**config.mk**
```make
export PLATFORM = sky130hd
export DESIGN_NAME = bmhq_seq
export DESIGN_NICKNAME = d
export VERILOG_FILES = /design/src/rtl/binary_max_heap_queue_unit_macros.svh /design/src/rtl/bmhq_pkg.sv /design/src/rtl/bmhq_seq.sv
export SDC_FILE = /design/constraint.sdc
export NUM_CORES = 1
export LEC_CHECK = 0
export BUFFER_PORTS_ARGS = -buffer_cell sky130_fd_sc_hd__clkbuf_2
export CAP_MARGIN = 25
export CORE_AREA = 10 10 47 49
export DETAILED_ROUTE_END_ITERATION = 8
export DIE_AREA = 0 0 57 59
export MAX_ROUTING_LAYER = met4
export PLACE_DENSITY_LB_ADDON = 0.2
export SYNTH_ARGS = -nofsm -noshare
export SYNTH_HDL_FRONTEND = slang
export SYNTH_SLANG_ARGS = --single-unit
```
**constraint.sdc**
```tcl
create_clock -name clk -period 2.2 [get_ports clk]
set_input_delay 0 -clock clk [delete_from_list [all_inputs] [get_ports clk]]
set_output_delay 0 -clock clk [all_outputs]
set_load 0.1 [all_outputs]
```
**src/rtl/binary_max_heap_queue_unit_macros.svh**
```systemverilog
// assertion macros shared by the heap queue rtl
`ifndef BINARY_MAX_HEAP_QUEUE_UNIT_MACROS_SVH
`define BINARY_MAX_HEAP_QUEUE_UNIT_MACROS_SVH

`ifndef SYNTHESIS

// property holds at every clock outside reset
`define BMHQ_ASSERT(label, clk, rst, prop) \
  label: assert property (@(posedge clk) disable iff (rst) prop) \
    else $error("heap queue assertion failed");

// condition in one cycle implies a property in the next
`define BMHQ_ASSERT_NEXT(label, clk, rst, cond, prop) \
  label: assert property (@(posedge clk) disable iff (rst) (cond) |=> (prop)) \
    else $error("heap queue assertion failed");

`else

`define BMHQ_ASSERT(label, clk, rst, prop)
`define BMHQ_ASSERT_NEXT(label, clk, rst, cond, prop)

`endif

`endif

```
**src/rtl/bmhq_pkg.sv**
```systemverilog
// types, codes and microcode table of the heap queue
package bmhq_pkg;

  localparam int DATA_W  = 32;
  localparam int ENTRY_W = 11;

  localparam logic REQ_PUSH = 1'b0;
  localparam logic REQ_POP  = 1'b1;

  typedef struct packed {
    logic                     req_type;
    logic signed [DATA_W-1:0] push_value;
  } in_t;

  typedef struct packed {
    logic signed [DATA_W-1:0] top_value;
    logic                     is_empty;
    logic [ENTRY_W-1:0]       entry_count;
    logic                     push_dropped;
  } out_t;

  typedef enum logic [1:0] {
    PH_IDLE,
    PH_RUN,
    PH_DONE
  } phase_t;

  // microcode step addresses
  typedef enum logic [3:0] {
    S_UP_CHK,
    S_UP_CMP,
    S_UP_DONE,
    S_POP_RD,
    S_POP_LD,
    S_DN_CHK,
    S_DN_RL,
    S_DN_CMP,
    S_DN_DONE
  } step_t;

  typedef enum logic [2:0] {
    JC_NEVER,
    JC_POS_ZERO,
    JC_UP_STOP,
    JC_NO_LEFT,
    JC_DN_STOP
  } jcond_t;

  typedef enum logic [2:0] {
    RD_NONE,
    RD_PARENT,
    RD_COUNT,
    RD_LEFT,
    RD_RIGHT
  } rd_sel_t;

  typedef enum logic [1:0] {
    WR_NONE,
    WR_RDATA,
    WR_BIG,
    WR_CUR
  } wr_sel_t;

  typedef enum logic [1:0] {
    PO_HOLD,
    PO_CLEAR,
    PO_PARENT,
    PO_BIG
  } pos_op_t;

  // one control word
  typedef struct packed {
    jcond_t  jc;
    step_t   t_true;
    step_t   t_false;
    rd_sel_t rd;
    wr_sel_t wr;
    pos_op_t po;
    logic    ld_cur;
    logic    ld_lv;
    logic    done;
  } ucw_t;

  // datapath conditions seen by the sequencer
  typedef struct packed {
    logic pos_zero;
    logic up_stop;
    logic no_left;
    logic dn_stop;
  } cond_flags_t;

  // actions issued to the datapath this cycle
  typedef struct packed {
    rd_sel_t rd;
    wr_sel_t wr;
    pos_op_t po;
    logic    ld_cur;
    logic    ld_lv;
    logic    done;
  } seq_ctrl_t;

  localparam ucw_t UCW_NOP = '{
    jc: JC_NEVER, t_true: S_UP_CHK, t_false: S_UP_CHK,
    rd: RD_NONE, wr: WR_NONE, po: PO_HOLD,
    ld_cur: 1'b0, ld_lv: 1'b0, done: 1'b0
  };

  // the program: sift up for push, sift down for pop
  function automatic ucw_t ucode(step_t s);
    ucw_t w;
    w = UCW_NOP;
    unique case (s)
      S_UP_CHK: begin
        w.jc = JC_POS_ZERO; w.t_true = S_UP_DONE; w.t_false = S_UP_CMP;
        w.rd = RD_PARENT;
      end
      S_UP_CMP: begin
        w.jc = JC_UP_STOP; w.t_true = S_UP_DONE; w.t_false = S_UP_CHK;
        w.wr = WR_RDATA; w.po = PO_PARENT;
      end
      S_UP_DONE: begin
        w.wr = WR_CUR; w.done = 1'b1;
      end
      S_POP_RD: begin
        w.t_false = S_POP_LD; w.rd = RD_COUNT;
      end
      S_POP_LD: begin
        w.t_false = S_DN_CHK; w.ld_cur = 1'b1; w.po = PO_CLEAR;
      end
      S_DN_CHK: begin
        w.jc = JC_NO_LEFT; w.t_true = S_DN_DONE; w.t_false = S_DN_RL;
        w.rd = RD_LEFT;
      end
      S_DN_RL: begin
        w.t_false = S_DN_CMP; w.ld_lv = 1'b1; w.rd = RD_RIGHT;
      end
      S_DN_CMP: begin
        w.jc = JC_DN_STOP; w.t_true = S_DN_DONE; w.t_false = S_DN_CHK;
        w.wr = WR_BIG; w.po = PO_BIG;
      end
      S_DN_DONE: begin
        w.wr = WR_CUR; w.done = 1'b1;
      end
      default: begin
        w.done = 1'b1;
      end
    endcase
    return w;
  endfunction

endpackage

```
**src/rtl/bmhq_seq.sv**
```systemverilog
// microcode sequencer: step counter, control rom and conditional jumps
module bmhq_seq
  import bmhq_pkg::*;
(
  input  logic        clk,
  input  logic        rst,
  input  logic        start,
  input  step_t       entry,
  input  cond_flags_t flags,
  output seq_ctrl_t   ctl
);

  logic  running;
  step_t step;
  ucw_t  word;
  logic  taken;

  always_comb begin
    word = ucode(step);
    unique case (word.jc)
      JC_NEVER:    taken = 1'b0;
      JC_POS_ZERO: taken = flags.pos_zero;
      JC_UP_STOP:  taken = flags.up_stop;
      JC_NO_LEFT:  taken = flags.no_left;
      JC_DN_STOP:  taken = flags.dn_stop;
      default:     taken = 1'b0;
    endcase
  end

  // a taken jump suppresses the step's actions
  always_comb begin
    ctl.rd     = (running && !taken) ? word.rd : RD_NONE;
    ctl.wr     = (running && !taken) ? word.wr : WR_NONE;
    ctl.po     = (running && !taken) ? word.po : PO_HOLD;
    ctl.ld_cur = running && !taken && word.ld_cur;
    ctl.ld_lv  = running && !taken && word.ld_lv;
    ctl.done   = running && word.done;
  end

  always_ff @(posedge clk) begin
    if (rst) begin
      running <= 1'b0;
      step    <= S_UP_CHK;
    end else if (start) begin
      running <= 1'b1;
      step    <= entry;
    end else if (running) begin
      if (word.done) begin
        running <= 1'b0;
      end else begin
        step <= taken ? word.t_true : word.t_false;
      end
    end
  end

endmodule

```
==> results by group <==
Setup path
  • Crit-path max FO: 8
  • Startpoint types: flop
  • CP Class: flop to primary output
  • Reg2reg start: step[1]
  • Critical Path Max Stage Delay: 0.56 ns
  • CP max stage cell: dfxtp_1
  • Crit path max-delay family: flip-flops
  • WP depth: 4
  • Critical Path Start: step[1]
  • WP data arrival: 1.93 ns
  • Worst-path cell chain: mux2i_4 > o211ai_2 > nor4_2 > buf_12
  • CP required: 2.20 ns
  • R2R depth: 4
  • Worst path bufs/invs: 1
  • Setup crit end kind: primary output

Clocking
  • Post-CTS Setup Bufs: 0
  • Root Buffer: clkbuf_4
  • TritonCTS clock tree: built
  • # hold bufs at CTS: 0
  • Worst-path clk slew: 0.04 ns
  • Num CTS Buffers: 3
  • Gates resized, CTS repair: 0
  • Clk_lat worst skew: 0.24 ns
  • Clock sink count: 5
  • H-tree levels: 1
  • Clk buf depth: 2

Timing
  • Max Freq: 518 MHz
  • Worst-margin pin slew: 0.547 ns
  • Clock skew: 0.00296 ns
  • Final Hold Fails: 0
  • Share of the clock period used by the worst path: 87.7%
  • Endpoints failing setup: 0
  • Min Tclk post-route: 1.93 ns
  • Slew Limit Fails: 0
  • Total Negative Setup Slacks: 0 ns
  • Slew HR: 63.7%
  • RSZ-0062 raised after global routing: no

Detailed routing
  • # DRC: 0
  • Remaining antenna violation count: 0
  • Vias per cell: 5.51
  • DR iter-0 viols: 6
  • Routed WL per cell: 15.0 um
  • Final wirelength: 1600 um
  • DRT Pass-1 Iters: 4
  • Vias after detailed routing: 590

Floorplan
  • Starting Density: 42.5%
  • Chip height: 59 um
  • Die width: 57 um
  • # rows: 14
  • Die area: 3360 um2
  • Core ar.: 1400 um2
  • I/O Pins: 21

Placed design
  • RePlAce Congestion: 0.811
  • Buffers on Ports: 20
  • DP HPWL: 1330 um
  • Placed Cells: 103

Synthesis
  • Post-Syn Area: 596 um2
  • Gate Count Post-Synth: 72
  • Area contributors post-synth: dfxtp_1, xor2_1, buf_4, mux2i_4, nand2_1
  • Area leader, netlist: dfxtp_1
  • Ys Warns: 0
  • Synthesized area per cell: 8.27 um2
  • Yosys reg bits: 5
  • Distinct cells, synth: 43
  • Seq/Total Area, Yosys: 16.8%
  • Post-Syn Nets: 83
  • Share of the synthesized area in the top cell type: 16.8%

GRT
  • Grt ovf: 0
  • Total track usage: 9.87%
  • Vias in the first global route: 600
  • Initial antenna violation count: 0
  • Pin count of the biggest net entering global routing: 15
  • First-pass GRT wire length: 2730 um

Final layout
  • Layout Area Growth over Synthesis: 37.6%
  • Area of the multi-input gates: 462 um2
  • Register area: 100 um2
  • Commonest non-fill, non-tap cell in the layout: clkbuf_2
  • Fill cells: 148
  • # diodes: 0
  • Layout Utilization: 58.5%
  • Final net count: 103
  • Most frequent cells in the layout: clkbuf_2, nand2_1, buf_12, dfxtp_1, a21oi_1
  • Fin cells: 107
  • Layout cells sized above 1: 44.0%

Power and ir drop
  • Pleak: 0.336 nW
  • Design Power: 404 uW
  • P per Cell Area: 493 nW/um2
  • VDD IR max: 0.268 mV

Run status
  • Outcome: finished clean

Worst hold path
  • Hold Path Stages: 3
  • Worst min path class: input port to flop
  • Hold path start: entry[1]

Flow run
  • MaxCap Viol Count: 0
==> through the flow <==
stage	worst slack, ns	hold WS [ns]	cell area (um2)
floorplan	-0.406	0.158	641
global placement	0.570	0.259	793
detailed placement	0.513	0.273	793
CTS	0.247	0.0150	820
global route	0.136	0.0248	820
finish	0.270	0.0233	820
==> worst min-delay path, stage by stage <==
cell	delay (ns)
clkbuf_2	0.08
nand2_1	0.05
o22ai_1	0.07
==> Yosys cell counts (all sizes together) <==
cell type / instances
o211ai: 1
or2: 1
xor2: 3
nor4b: 1
o21ai: 1
or3b: 1
o22ai: 2
nor4: 3
mux2: 1
a211oi: 1
o21a: 1
inv: 5
dfxtp: 5
nand2b: 2
a21boi: 1
and2b: 1
nor2: 3
o32ai: 1
and4bb: 2
buf: 4
nand4b: 1
xnor2: 1
and2: 1
nor3: 3
o31a: 2
a21oi: 4
nor2b: 2
a32oi: 1
clkbuf: 3
and3b: 1
nand2: 6
a21o: 1
mux2i: 2
o2111ai: 1
a2111oi: 1
and3: 2
==> worst paths after layout <==
path | end | slack (ns)
worst min-delay path | step[1] | 0.02
worst min register to register | step[2] | 0.65
worst max-delay path | ctl[7] | 0.27
worst max register to register | step[1] | 0.53
==> logic make-up (layout without fill, tap and decap cells) <==
kind of cell           count (synthesis)  after routing  synth area share, %
multiplexers                           3              3                 7.35
AO/OA/AOI/OAI                         18             18                 23.3
buffers and inverters                 12             31                 13.2
flip-flops                             5              5                 16.8
AND/OR/NAND/NOR                       30             30                 33.4
XOR/XNOR                               4              4                 5.88
==> where the power goes <==
part / switching (mW) / internal (mW) / leakage, nW / total, mW
sequential: 0.0189 / 0.0978 / 0.0414 / 0.117
combinational: 0.113 / 0.0718 / 0.280 / 0.185
clock: 0.0339 / 0.0683 / 0.0150 / 0.102
==> state kept, by name, indices dropped and copies added (netlist names) <==
| register | cells |
|---|---|
| running | 1 |
| step | 4 |
==> layer usage <==
layer	vias up	share of wire, %	GRT usage, %
met5	-	0	-
met4	0	0	4.03
met3	0	4.6	2.15
met2	10	58	18.6
met1	280	38	9.51
li1	300	-	-
==> area by class of cell <==
class | instances | share of cell area (%)
inverters | 5 | 2.29
multi-input cells | 55 | 56.3
repair buffers | 22 | 23.5
well taps | 16 | 2.44
flip-flops and latches | 5 | 12.2
clock buffers | 4 | 3.21
(Power assumes the default switching activity.)
